## config.mk

```make
export PLATFORM = sky130hd
export DESIGN_NAME = nmea_cks_core_flat
export DESIGN_NICKNAME = d
export VERILOG_FILES = /design/src/hdl/nmea_cks_pkg.sv /design/src/hdl/nmea_cks_if.sv /design/src/hdl/nmea_cks_core.sv /design/src/flat_wrapper.sv
export SDC_FILE = /design/constraint.sdc
export NUM_CORES = 1
export LEC_CHECK = 0
export BUFFER_PORTS_ARGS = -buffer_cell sky130_fd_sc_hd__buf_4
export CAP_MARGIN = 30
export CORE_MARGIN = 2
export CORE_UTILIZATION = 45
export DETAILED_ROUTE_END_ITERATION = 7
export GPL_TIMING_DRIVEN = 0
export PLACE_DENSITY = 0.69
export SKIP_CTS_REPAIR_TIMING = 1
export SYNTH_ARGS = -nofsm -noshare
export SYNTH_HDL_FRONTEND = slang
export SYNTH_SLANG_ARGS = --single-unit
```

## constraint.sdc

```tcl
create_clock -name clk -period 7.3 [get_ports clk]
set_input_delay 1.825 -clock clk [delete_from_list [all_inputs] [get_ports clk]]
set_output_delay 1.825 -clock clk [all_outputs]
set_load 0.01 [all_outputs]
```

## src/hdl/nmea_cks_pkg.sv

```systemverilog
// Package: shared constants, types and helpers of the NMEA checksum checker
`default_nettype none

package nmea_cks_pkg;

  localparam logic [7:0] CHAR_DOLLAR = 8'h24;
  localparam logic [7:0] CHAR_STAR   = 8'h2A;
  localparam logic [7:0] CHAR_CR     = 8'h0D;
  localparam logic [7:0] CHAR_LF     = 8'h0A;
  localparam logic [7:0] CHAR_ZERO   = 8'h30;
  localparam logic [7:0] CHAR_NINE   = 8'h39;
  localparam logic [7:0] CHAR_UC_A   = 8'h41;
  localparam logic [7:0] CHAR_UC_F   = 8'h46;
  localparam logic [7:0] CHAR_LC_A   = 8'h61;
  localparam logic [7:0] CHAR_LC_F   = 8'h66;
  localparam logic [7:0] HEX_ALPHA_BASE = 8'd10;

  localparam logic [1:0] ST_OK       = 2'd0;
  localparam logic [1:0] ST_MISMATCH = 2'd1;
  localparam logic [1:0] ST_BAD_HEX  = 2'd2;
  localparam logic [1:0] ST_OVERFLOW = 2'd3;

  localparam logic CFG_MAX_LENGTH    = 1'b0;
  localparam logic CFG_VERIFY_ENABLE = 1'b1;

  localparam logic [7:0] MAX_LENGTH_RST    = 8'd128;
  localparam logic       VERIFY_ENABLE_RST = 1'b1;

  localparam logic [15:0] ERR_COUNT_MAX = 16'hFFFF;

  typedef struct packed {
    logic [7:0] max_length;
    logic       verify_enable;
  } cfg_t;

  typedef struct packed {
    logic       valid;
    logic [7:0] rx_byte;
  } stage_t;

  typedef struct packed {
    logic       ok;
    logic [3:0] value;
  } hex_t;

  function automatic hex_t hex_decode(input logic [7:0] c);
    hex_t       h;
    logic [7:0] v;
    h = '0;
    v = '0;
    if (c >= CHAR_ZERO && c <= CHAR_NINE) begin
      v = c - CHAR_ZERO;
      h.ok = 1'b1;
    end else if (c >= CHAR_UC_A && c <= CHAR_UC_F) begin
      v = c - CHAR_UC_A + HEX_ALPHA_BASE;
      h.ok = 1'b1;
    end else if (c >= CHAR_LC_A && c <= CHAR_LC_F) begin
      v = c - CHAR_LC_A + HEX_ALPHA_BASE;
      h.ok = 1'b1;
    end
    h.value = v[3:0];
    return h;
  endfunction

endpackage

`default_nettype wire

```

## src/hdl/nmea_cks_if.sv

```systemverilog
// Interfaces: received byte channel and result channel
`default_nettype none


interface nmea_cks_out_if;
  logic        valid;
  logic        ready;
  logic        char_valid;
  logic [7:0]  char_out;
  logic        done_res;
  logic [1:0]  status;
  logic [7:0]  length;
  logic [15:0] error_count;
  modport source (output valid, output char_valid, output char_out, output done_res,
                  output status, output length, output error_count, input ready);
  modport sink   (input valid, input char_valid, input char_out, input done_res,
                  input status, input length, input error_count, output ready);
endinterface

`default_nettype wire

```

## src/hdl/nmea_cks_core.sv

```systemverilog
// Sentence tracker: checksum, digit parse, length limit and result register
`default_nettype none

module nmea_cks_core (
  input  wire logic                 clk,
  input  wire logic                 rst_n,
  input  wire nmea_cks_pkg::cfg_t   cfg,
  input  wire nmea_cks_pkg::stage_t stage,
  output logic                      stage_ready,
  nmea_cks_out_if.source            out_res
);

  logic        in_sentence_r, in_sentence_nxt;
  logic [7:0]  running_xor_r, running_xor_nxt;
  logic [7:0]  sent_sum_r, sent_sum_nxt;
  logic [1:0]  digits_left_r, digits_left_nxt;
  logic        seen_star_r, seen_star_nxt;
  logic        sum_complete_r, sum_complete_nxt;
  logic [7:0]  stored_count_r, stored_count_nxt;
  logic [15:0] mismatch_count_r, mismatch_count_nxt;

  logic        out_valid_r, out_valid_nxt;
  logic        char_valid_r, char_valid_nxt;
  logic [7:0]  char_out_r, char_out_nxt;
  logic        done_r, done_nxt;
  logic [1:0]  status_r, status_nxt;

  logic        fire;
  logic        emit;
  logic [7:0]  c;
  nmea_cks_pkg::hex_t hex;

  assign stage_ready = !out_valid_r || out_res.ready;
  assign fire        = stage.valid && stage_ready;
  assign c           = stage.rx_byte;
  assign hex         = nmea_cks_pkg::hex_decode(c);

  always_comb begin
    in_sentence_nxt    = in_sentence_r;
    running_xor_nxt    = running_xor_r;
    sent_sum_nxt       = sent_sum_r;
    digits_left_nxt    = digits_left_r;
    seen_star_nxt      = seen_star_r;
    sum_complete_nxt   = sum_complete_r;
    stored_count_nxt   = stored_count_r;
    mismatch_count_nxt = mismatch_count_r;
    emit               = 1'b0;
    char_valid_nxt     = 1'b0;
    char_out_nxt       = '0;
    done_nxt           = 1'b0;
    status_nxt         = nmea_cks_pkg::ST_OK;

    if (fire) begin
      if (!in_sentence_r) begin
        // hunt: open on dollar, drop anything else
        if (c == nmea_cks_pkg::CHAR_DOLLAR) begin
          emit             = 1'b1;
          in_sentence_nxt  = 1'b1;
          running_xor_nxt  = '0;
          sent_sum_nxt     = '0;
          digits_left_nxt  = '0;
          seen_star_nxt    = 1'b0;
          sum_complete_nxt = 1'b0;
          stored_count_nxt = 8'd1;
          char_valid_nxt   = 1'b1;
          char_out_nxt     = c;
          if (8'd1 >= cfg.max_length) begin
            in_sentence_nxt = 1'b0;
            done_nxt        = 1'b1;
            status_nxt      = nmea_cks_pkg::ST_OVERFLOW;
          end
        end
      end else if (c == nmea_cks_pkg::CHAR_CR || c == nmea_cks_pkg::CHAR_LF ||
                   sum_complete_r) begin
        // end of sentence: swallow byte, compare sums when verify_enable is set
        emit            = 1'b1;
        in_sentence_nxt = 1'b0;
        done_nxt        = 1'b1;
        if (cfg.verify_enable && running_xor_r != sent_sum_r) begin
          status_nxt = nmea_cks_pkg::ST_MISMATCH;
          if (mismatch_count_r != nmea_cks_pkg::ERR_COUNT_MAX) begin
            mismatch_count_nxt = mismatch_count_r + 16'd1;
          end
        end
      end else if (digits_left_r != 2'd0 && !hex.ok) begin
        emit             = 1'b1;
        in_sentence_nxt  = 1'b0;
        digits_left_nxt  = digits_left_r - 2'd1;
        sum_complete_nxt = (digits_left_r == 2'd1);
        done_nxt         = 1'b1;
        status_nxt       = nmea_cks_pkg::ST_BAD_HEX;
      end else begin
        emit = 1'b1;
        if (digits_left_r != 2'd0) begin
          digits_left_nxt  = digits_left_r - 2'd1;
          sum_complete_nxt = (digits_left_r == 2'd1);
          sent_sum_nxt     = {sent_sum_r[3:0], hex.value};
        end
        if (c == nmea_cks_pkg::CHAR_STAR) begin
          seen_star_nxt   = 1'b1;
          digits_left_nxt = 2'd2;
        end else if (!seen_star_r) begin
          running_xor_nxt = running_xor_r ^ c;
        end
        stored_count_nxt = stored_count_r + 8'd1;
        char_valid_nxt   = 1'b1;
        char_out_nxt     = c;
        if (stored_count_nxt >= cfg.max_length) begin
          in_sentence_nxt = 1'b0;
          done_nxt        = 1'b1;
          status_nxt      = nmea_cks_pkg::ST_OVERFLOW;
        end
      end
    end
  end

  always_comb begin
    out_valid_nxt = out_valid_r;
    if (emit) begin
      out_valid_nxt = 1'b1;
    end else if (out_res.ready) begin
      out_valid_nxt = 1'b0;
    end
  end

  always_ff @(posedge clk) begin
    if (!rst_n) begin
      in_sentence_r    <= 1'b0;
      running_xor_r    <= '0;
      sent_sum_r       <= '0;
      digits_left_r    <= '0;
      seen_star_r      <= 1'b0;
      sum_complete_r   <= 1'b0;
      stored_count_r   <= '0;
      mismatch_count_r <= '0;
      out_valid_r      <= 1'b0;
    end else begin
      in_sentence_r    <= in_sentence_nxt;
      running_xor_r    <= running_xor_nxt;
      sent_sum_r       <= sent_sum_nxt;
      digits_left_r    <= digits_left_nxt;
      seen_star_r      <= seen_star_nxt;
      sum_complete_r   <= sum_complete_nxt;
      stored_count_r   <= stored_count_nxt;
      mismatch_count_r <= mismatch_count_nxt;
      out_valid_r      <= out_valid_nxt;
    end
  end

  always_ff @(posedge clk) begin
    if (emit) begin
      char_valid_r <= char_valid_nxt;
      char_out_r   <= char_out_nxt;
      done_r       <= done_nxt;
      status_r     <= status_nxt;
    end
  end

  logic [7:0]  length_r;
  logic [15:0] error_count_r;

  always_ff @(posedge clk) begin
    if (emit) begin
      length_r      <= stored_count_nxt;
      error_count_r <= mismatch_count_nxt;
    end
  end

  assign out_res.valid       = out_valid_r;
  assign out_res.char_valid  = char_valid_r;
  assign out_res.char_out    = char_out_r;
  assign out_res.done_res    = done_r;
  assign out_res.status      = status_r;
  assign out_res.length      = length_r;
  assign out_res.error_count = error_count_r;

endmodule

`default_nettype wire

```

## src/flat_wrapper.sv

```systemverilog
// flat-port wrapper written by rule: the top's interface ports become plain ports
module nmea_cks_core_flat 
  (clk, rst_n, cfg, stage, stage_ready, out_res_valid, out_res_char_valid, out_res_char_out, out_res_done_res, out_res_status, out_res_length, out_res_error_count, out_res_ready);
  nmea_cks_out_if out_res_i ();
  input  wire logic clk;
  input  wire logic rst_n;
  input  wire nmea_cks_pkg::cfg_t cfg;
  input  wire nmea_cks_pkg::stage_t stage;
  output logic stage_ready;
  output wire logic [$bits(out_res_i.valid)-1:0] out_res_valid;
  output wire logic [$bits(out_res_i.char_valid)-1:0] out_res_char_valid;
  output wire logic [$bits(out_res_i.char_out)-1:0] out_res_char_out;
  output wire logic [$bits(out_res_i.done_res)-1:0] out_res_done_res;
  output wire logic [$bits(out_res_i.status)-1:0] out_res_status;
  output wire logic [$bits(out_res_i.length)-1:0] out_res_length;
  output wire logic [$bits(out_res_i.error_count)-1:0] out_res_error_count;
  input wire logic [$bits(out_res_i.ready)-1:0] out_res_ready;
  assign out_res_valid = out_res_i.valid;
  assign out_res_char_valid = out_res_i.char_valid;
  assign out_res_char_out = out_res_i.char_out;
  assign out_res_done_res = out_res_i.done_res;
  assign out_res_status = out_res_i.status;
  assign out_res_length = out_res_i.length;
  assign out_res_error_count = out_res_i.error_count;
  assign out_res_i.ready = out_res_ready;
  nmea_cks_core u_core (.clk(clk), .rst_n(rst_n), .cfg(cfg), .stage(stage), .stage_ready(stage_ready), .out_res(out_res_i));
endmodule
```

# Word-level counts from Yosys, hierarchy flattened
# Index checks and enable logic that the tools add are counted.
# Widths: inputs -> output; s select.
[op_classes] reduce_logical=19 mux=72 n_bitwise=1 order_cmp=8 eq_ne=15 add_sub_neg=8
[op_table] op="$mux 8" count=19
[op_table] op="$mux 16" count=5
[op_table] op="$mux 1" count=33
[op_table] op="$mux 2" count=12
[op_table] op="$add 16x1->16 const B" count=1
[op_table] op="$eq 8x4->1 const B" count=2
[op_table] op="$eq 8x6->1 const B" count=2
[op_table] op="$ge 8x7->1 const B" count=2
[op_table] op="$le 8x7->1 const B" count=2
[op_table] op="$ne 16x16->1 const B" count=1
[op_table] op="$mux 4" count=3
[op_table] op="$ne 2x2->1 const B" count=6
[op_table] op="$sub 4x1->4 const B" count=3
[op_table] op="$reduce_and 5->1" count=2
[op_table] op="$add 4x4->4 const B" count=2
[op_table] op="$add 8x1->8 const B" count=1
[op_table] op="$ge 1x8->1 const A" count=1
[op_table] op="$ge 8x6->1 const B" count=1
[op_table] op="$ge 8x8->1" count=1
[op_table] op="$le 8x6->1 const B" count=1
[op_table] op="$ne 8x8->1" count=1
[op_table] op="$reduce_and 4->1" count=2
[op_table] op="$xor 8x8->8" count=1
[op_table] op="$logic_and 1x1->1" count=6
[op_table] op="other kinds (8)" count=13
[word_totals] out_inout_bits=38 regBits=82 in_bits=21

# Longest topological paths before layout
[logic_depth] depth_word=11 mapped_depth=10 depth_no_buf=10

# Worst setup path before layout
# Ideal clock, no wire load.
[synth_timing] path_type="input to register" start="input stage[7] in the netlist's numbering" end="register u_core.char_out_r[0], in the netlist u_core.out_res.char_out[0] (enable)" setup_time_ps=443 t_arrival_ps=4565 t_required_ps=6857 path_slack_ps=2292 stages=3 n_path_buf=0 path_cell_list="or4b_1 -> or3_1 -> a21oi_1"
[synth_between] elab_chain_len=4
[synth_lines] element="from (decl)" line="flat_wrapper.sv:8" rtl="input wire nmea_cks_pkg::stage_t stage;"
[synth_lines] element="$eq 8x6->1" line="nmea_cks_core.sv:56" rtl="if (c == nmea_cks_pkg::CHAR_DOLLAR) begin"
[synth_lines] element="$mux 1" line="nmea_cks_core.sv:56"
[synth_lines] element="$mux 1" line="nmea_cks_core.sv:54" rtl="if (!in_sentence_r) begin"
[synth_lines] element="$mux 1" line="nmea_cks_core.sv:53" rtl="if (fire) begin"
[synth_lines] element="via u_core.emit" line="nmea_cks_core.sv:29" rtl="logic emit;"
[synth_lines] element="to (signal assigned)" line="nmea_cks_core.sv:153" rtl="char_out_r <= char_out_nxt;"
[synth_lines] element="to (decl)" line="nmea_cks_core.sv:24" rtl="logic [7:0] char_out_r, char_out_nxt;"
# The timed path passes the listed nets, and every way through them passes these cells.
# A chain may end at the register's enable or synchronous reset.

# Worst setup path after layout
[layout_timing] start="input stage[0] in the netlist's numbering" end="register u_core.stored_count_r[0]"
[layout_between] elab_chain_len=11 elab_cells_between_ends=24 cone_classes="order compare: 6; eq/ne: 3; mux: 8; reduce/logical: 7"
[layout_lines] element="$ge 8x7->1 / $le 8x7->1 (equally long branches)" line="nmea_cks_pkg.sv:57" rtl="end else if (c >= CHAR_LC_A && c <= CHAR_LC_F) begin"
[layout_lines] element="$logic_and 1x1->1" line="nmea_cks_pkg.sv:57"
[layout_lines] element="$mux 1" line="nmea_cks_pkg.sv:57"
[layout_lines] element="$mux 1" line="nmea_cks_pkg.sv:54" rtl="end else if (c >= CHAR_UC_A && c <= CHAR_UC_F) begin"
[layout_lines] element="$mux 1" line="nmea_cks_pkg.sv:51" rtl="if (c >= CHAR_ZERO && c <= CHAR_NINE) begin"
[layout_lines] element="$logic_not 1->1" line="nmea_cks_core.sv:85" rtl="end else if (digits_left_r != 2'd0 && !hex.ok) begin"
[layout_lines] element="$logic_and 1x1->1" line="nmea_cks_core.sv:85"
[layout_lines] element="$mux 8" line="nmea_cks_core.sv:85"
[layout_lines] element="$mux 8" line="nmea_cks_core.sv:73" rtl="end else if (c == nmea_cks_pkg::CHAR_CR || c == nmea_cks_pkg::CHAR_LF ||"
[layout_lines] element="$mux 8 *" line="nmea_cks_core.sv:54"
[layout_lines] element="$mux 8 *" line="nmea_cks_core.sv:53"
[layout_lines] element="via u_core.stored_count_nxt[0]" line="nmea_cks_core.sv:19" rtl="logic [7:0] stored_count_r, stored_count_nxt;"
[layout_lines] element="to (signal assigned)" line="nmea_cks_core.sv:144" rtl="stored_count_r <= stored_count_nxt;"
[layout_lines] element="to (decl)" line="nmea_cks_core.sv:19"
# The timed path passes the listed nets; every way through them passes the cells marked *.

==> run_results.csv <==
group,metric,value,unit
global_route,grt_start_max_net_pins,21,
power_and_ir_drop,static-leakage-power,2.027,nW
logic_synthesis,ys_ff_latch,82,
timing,fin_worst_hold_slack,0.4560,ns
worst_setup_path,worstPathCellList,"buf_4, inv_1, ha_1, mux2_2, a41oi_1, nand2_1, nor2_1, mux2i_1, and2_1",
worst_setup_path,critPathCaptureType,"flip-flop",
floorplan,core_area,0.008763,sq mm
logic_synthesis,synth_edf_count,36,
logic_synthesis,yosys-mux-area-fraction,0.02336,
worst_setup_path,worst-endpoint-required,7.55,ns
logic_synthesis,synth_seq_area_share,0.4919,
cells_and_area,utilization,0.5553,
logic_synthesis,synthXorXnorAreaFrac,0.07316,
global_route,vias_in_the_first_global_route,3032,
cts,cts.clk_slew.worst_paths,0.09,ns
logic_synthesis,post_synth.cell_area_avg,10.12,sq um
timing,setup_tns,0,ns
cts,cts-root-to-sink-buffers,2,
timing,timing.clock.skew,0.009394,ns
worst_setup_path,cp_max_fo,9,
cells_and_area,antenna-diode-count,0,
logic_synthesis,post_synth_fa_ha_maj_area_fraction,0.05226,
logic_synthesis,mappedNetlistArea,0.004070,sq mm
floorplan,initial_core_util,0.4644,
placed_design,gp_routability_congestion,0.8722,
floorplan,dieArea,0.009822,sq mm
logic_synthesis,synthDistinctLibCells,53,
detailed_routing,wl,8.600,mm
timing,grt_setup_unrepaired,"no",
cells_and_area,post_route_cells_drive_above_1_share,0.1895,
power_and_ir_drop,power_density,173.8,mW/mm^2
logic_synthesis,synth_compound_area_frac,0.09591,
worst_setup_path,worst_r2r_path_depth,10,
global_route,met3_use_gr,0.03865,
logic_synthesis,postSynth.topFlopCell,"sky130_fd_sc_hd__dfxtp_1",
worst_setup_path,regToRegStartpoint,"u_core.stored_count_r[2]",
logic_synthesis,netlist_instances,402,
detailed_routing,routedWlPerCell,14.75,microns
logic_synthesis,synth.net_count,440,
floorplan,die_height,99.11,microns
worst_hold_path,hp-start,"u_core.digits_left_r[1]",
cts,tritoncts,"built",
power_and_ir_drop,peakVddDrop,0.0001189,V
cts,cts-root-buf,"sky130_fd_sc_hd__clkbuf_8",
timing,worst_pin_slew,0.7846,ns
logic_synthesis,synth_top_cell_by_area,"sky130_fd_sc_hd__edfxtp_1",
timing,final.min_clock_period,4.230,ns
global_route,antenna_found_initial,0,
logic_synthesis,synth_area_leaders,"sky130_fd_sc_hd__edfxtp_1 27%, sky130_fd_sc_hd__dfxtp_1 23%, sky130_fd_sc_hd__ha_1 5.2%",
detailed_routing,drt-pass1-iter-count,4,
global_route,track_usage,0.1823,
detailed_routing,drc_errors,0,
logic_synthesis,yosys_warnings,0,
global_route,grt_use_met1,0.2313,
status,run_status,"complete, no violations",
cells_and_area,area.growth.synth_to_final,19.55,%
worst_setup_path,timing.setup.critical_path_class,"primary input to flip-flop",
cts,cts_num_sinks,82,
placed_design,portBuffers,56,
detailed_routing,drt_iter0_drc,110,
logic_synthesis,combinational_family_with_the_most_area_after_synthesis,"simple AND/OR/NAND/NOR gates",
cts,numCtsBuffers,9,
worst_setup_path,critical_path_cell_count,9,
worst_setup_path,endpoint,"u_core.stored_count_r[0]",
logic_synthesis,synthSimpleGateAreaFrac,0.2219,
worst_setup_path,start_kind,"primary input",
cts,worstSkewPairLatency,0.35,ns
worst_setup_path,critical-path-top-delay-family,"simple AND/OR/NAND/NOR gates",
worst_setup_path,r2r_end,"u_core.out_res.done_res",
timing,total_count_of_hold_check_failures_in_the_final_report,0,
worst_setup_path,critical_path.n_buffers_inverters,2,
worst_setup_path,timing.critical_path.slowest_stage_cell,"sky130_fd_sc_hd__a41oi_1",
logic_synthesis,synthMostInstantiatedCell,"sky130_fd_sc_hd__dfxtp_1",
worst_hold_path,hold_path.class,"flip-flop to flip-flop",
floorplan,rows,34,
global_route,grt_busiest_layer,"met2",
worst_setup_path,crit_path_max_incr_delay,0.61,ns
flow_run,max_cap_violations,0,
logic_synthesis,async_reset_ff_frac,0,
placed_design,dpl_ws,2.749,ns
global_route,grt_overflow,0,
timing,layout_worst_path_cycle_share,0.5795,
global_route,first_pass_grt_wire_length,14.30,mm
placed_design,hpwl,6.476,mm
timing,setup_viol,0,
worst_setup_path,cp.arrival,4.48,ns
cts,htree_num_levels,3,
floorplan,pin_count,59,
timing,setup_slack,3.070,ns
cells_and_area,nNetsFinal,508,
timing,worst_slew_margin_rel,0.4758,
logic_synthesis,synthTopCellsByCount,"46 x sky130_fd_sc_hd__dfxtp_1, 36 x sky130_fd_sc_hd__edfxtp_1, 29 x sky130_fd_sc_hd__nand2_1",
global_route,grt.met2_usage,0.3072,
floorplan,die_w,99.11,microns
power_and_ir_drop,final_power,0.8458,mW
timing,maxClockFrequency,0.2364,GHz
timing,timing_max_transition_violations_final,0,
worst_setup_path,setup.worst_path.start,"stage[0]",
worst_setup_path,reg2reg_setup_slack,4.60,ns
detailed_routing,vias_per_cell,5.383,
logic_synthesis,synth_top_cell_area_share,0.2656,
detailed_routing,drtAntennaViolNets,0,
detailed_routing,vias,3138,
cells in the final DEF, fill, tap and decap left out, drive strengths merged, types with 11 or more instances in the layout:
master | Yosys | routed
edfxtp | 36 | 36
xnor2 | 22 | 22
nor3 | 11 | 11
ha | 17 | 17
a21oi | 17 | 17
clkbuf | 11 | 20
nor2 | 25 | 25
and2 | 27 | 27
nand3 | 23 | 23
xor2 | 12 | 12
dfxtp | 46 | 46
buf | 5 | 62
inv | 24 | 26
nand2 | 29 | 29
final cells by class:
cell class	count	area [sq um]
Clock buffer	9	123.9
Clock inverter	7	77.57
Sequential cell	82	2002
Tap cell	108	135.1
Buffer	16	78.83
Multi-Input combinational cell	280	1911
Timing Repair Buffer	57	447.9
Fill cell	766	3897
Inverter	24	90.09
power by group:
| part | total [mW] | leakage (nW) | switching (mW) | internal [mW] |
|---|---|---|---|---|
| logic | 0.0361 | 1.22 | 0.0209 | 0.0151 |
| registers | 0.475 | 0.706 | 0.000206 | 0.475 |
| clock network | 0.335 | 0.100 | 0.174 | 0.161 |
| total | 0.846 | 2.03 | 0.195 | 0.651 |
worst min-delay path by stage:
| stage | end | slack (ns) | cells past startpoint |
|---|---|---|---|
| finish | u_core.digits_left_r[1] | 0.46 | 2 |
| global route | u_core.digits_left_r[1] | 0.49 | 2 |
| CTS | u_core.digits_left_r[1] | 0.46 | 2 |
| detailed placement | u_core.digits_left_r[1] | 0.45 | 2 |
| global placement | u_core.digits_left_r[1] | 0.44 | 2 |
| floorplan | u_core.digits_left_r[1] | 0.43 | 2 |
tightest hold or removal path: cells and delay by family (launching register included):
| kind | cells | cell delay [ns] |
|---|---|---|
| flip-flops | 1 | 0.31 |
| AND/OR/NAND/NOR | 1 | 0.05 |
| AO/OA/AOI/OAI | 1 | 0.05 |
per-stage QoR:
stage	cells	cell area, sq um
6_report	583	4866
5_1_grt	583	4866
4_1_cts	583	4866
3_5_place_dp	567	4664
3_3_place_gp	566	4626
2_1_floorplan	402	4070
cells by family after synthesis:
logic type / count (synthesis)
and+or+nand+nor: 163
buffers and inverters: 40
AOI/OAI and AO/OA: 57
DFF: 82
xor gates and xnor gates: 34
adders and majority gates: 17
muxes: 9
state kept, by name (all words and copies together) (netlist names):
| register | count |
|---|---|
| u_core.mismatch_count_r | 16 |
| u_core.out_res.error_count | 16 |
| u_core.out_res.char_out | 8 |
| u_core.out_res.length | 8 |
| u_core.running_xor_r | 8 |
| u_core.sent_sum_r | 8 |
| u_core.stored_count_r | 8 |
| u_core.digits_left_r | 2 |
| u_core.out_res.status | 2 |
| u_core.in_sentence_r | 1 |
| u_core.out_res.char_valid | 1 |
| u_core.out_res.done_res | 1 |
| u_core.out_res.valid | 1 |
| u_core.seen_star_r | 1 |
| u_core.sum_complete_r | 1 |
per-layer routing:
metal  share of wire  vias to the layer above
met5               0                        -
met4           0.019                        0
met3           0.045                       18
met2            0.49                       67
met1            0.44                     1480
li1                -                     1573
Note: power is estimated with default switching activity, not from simulation.
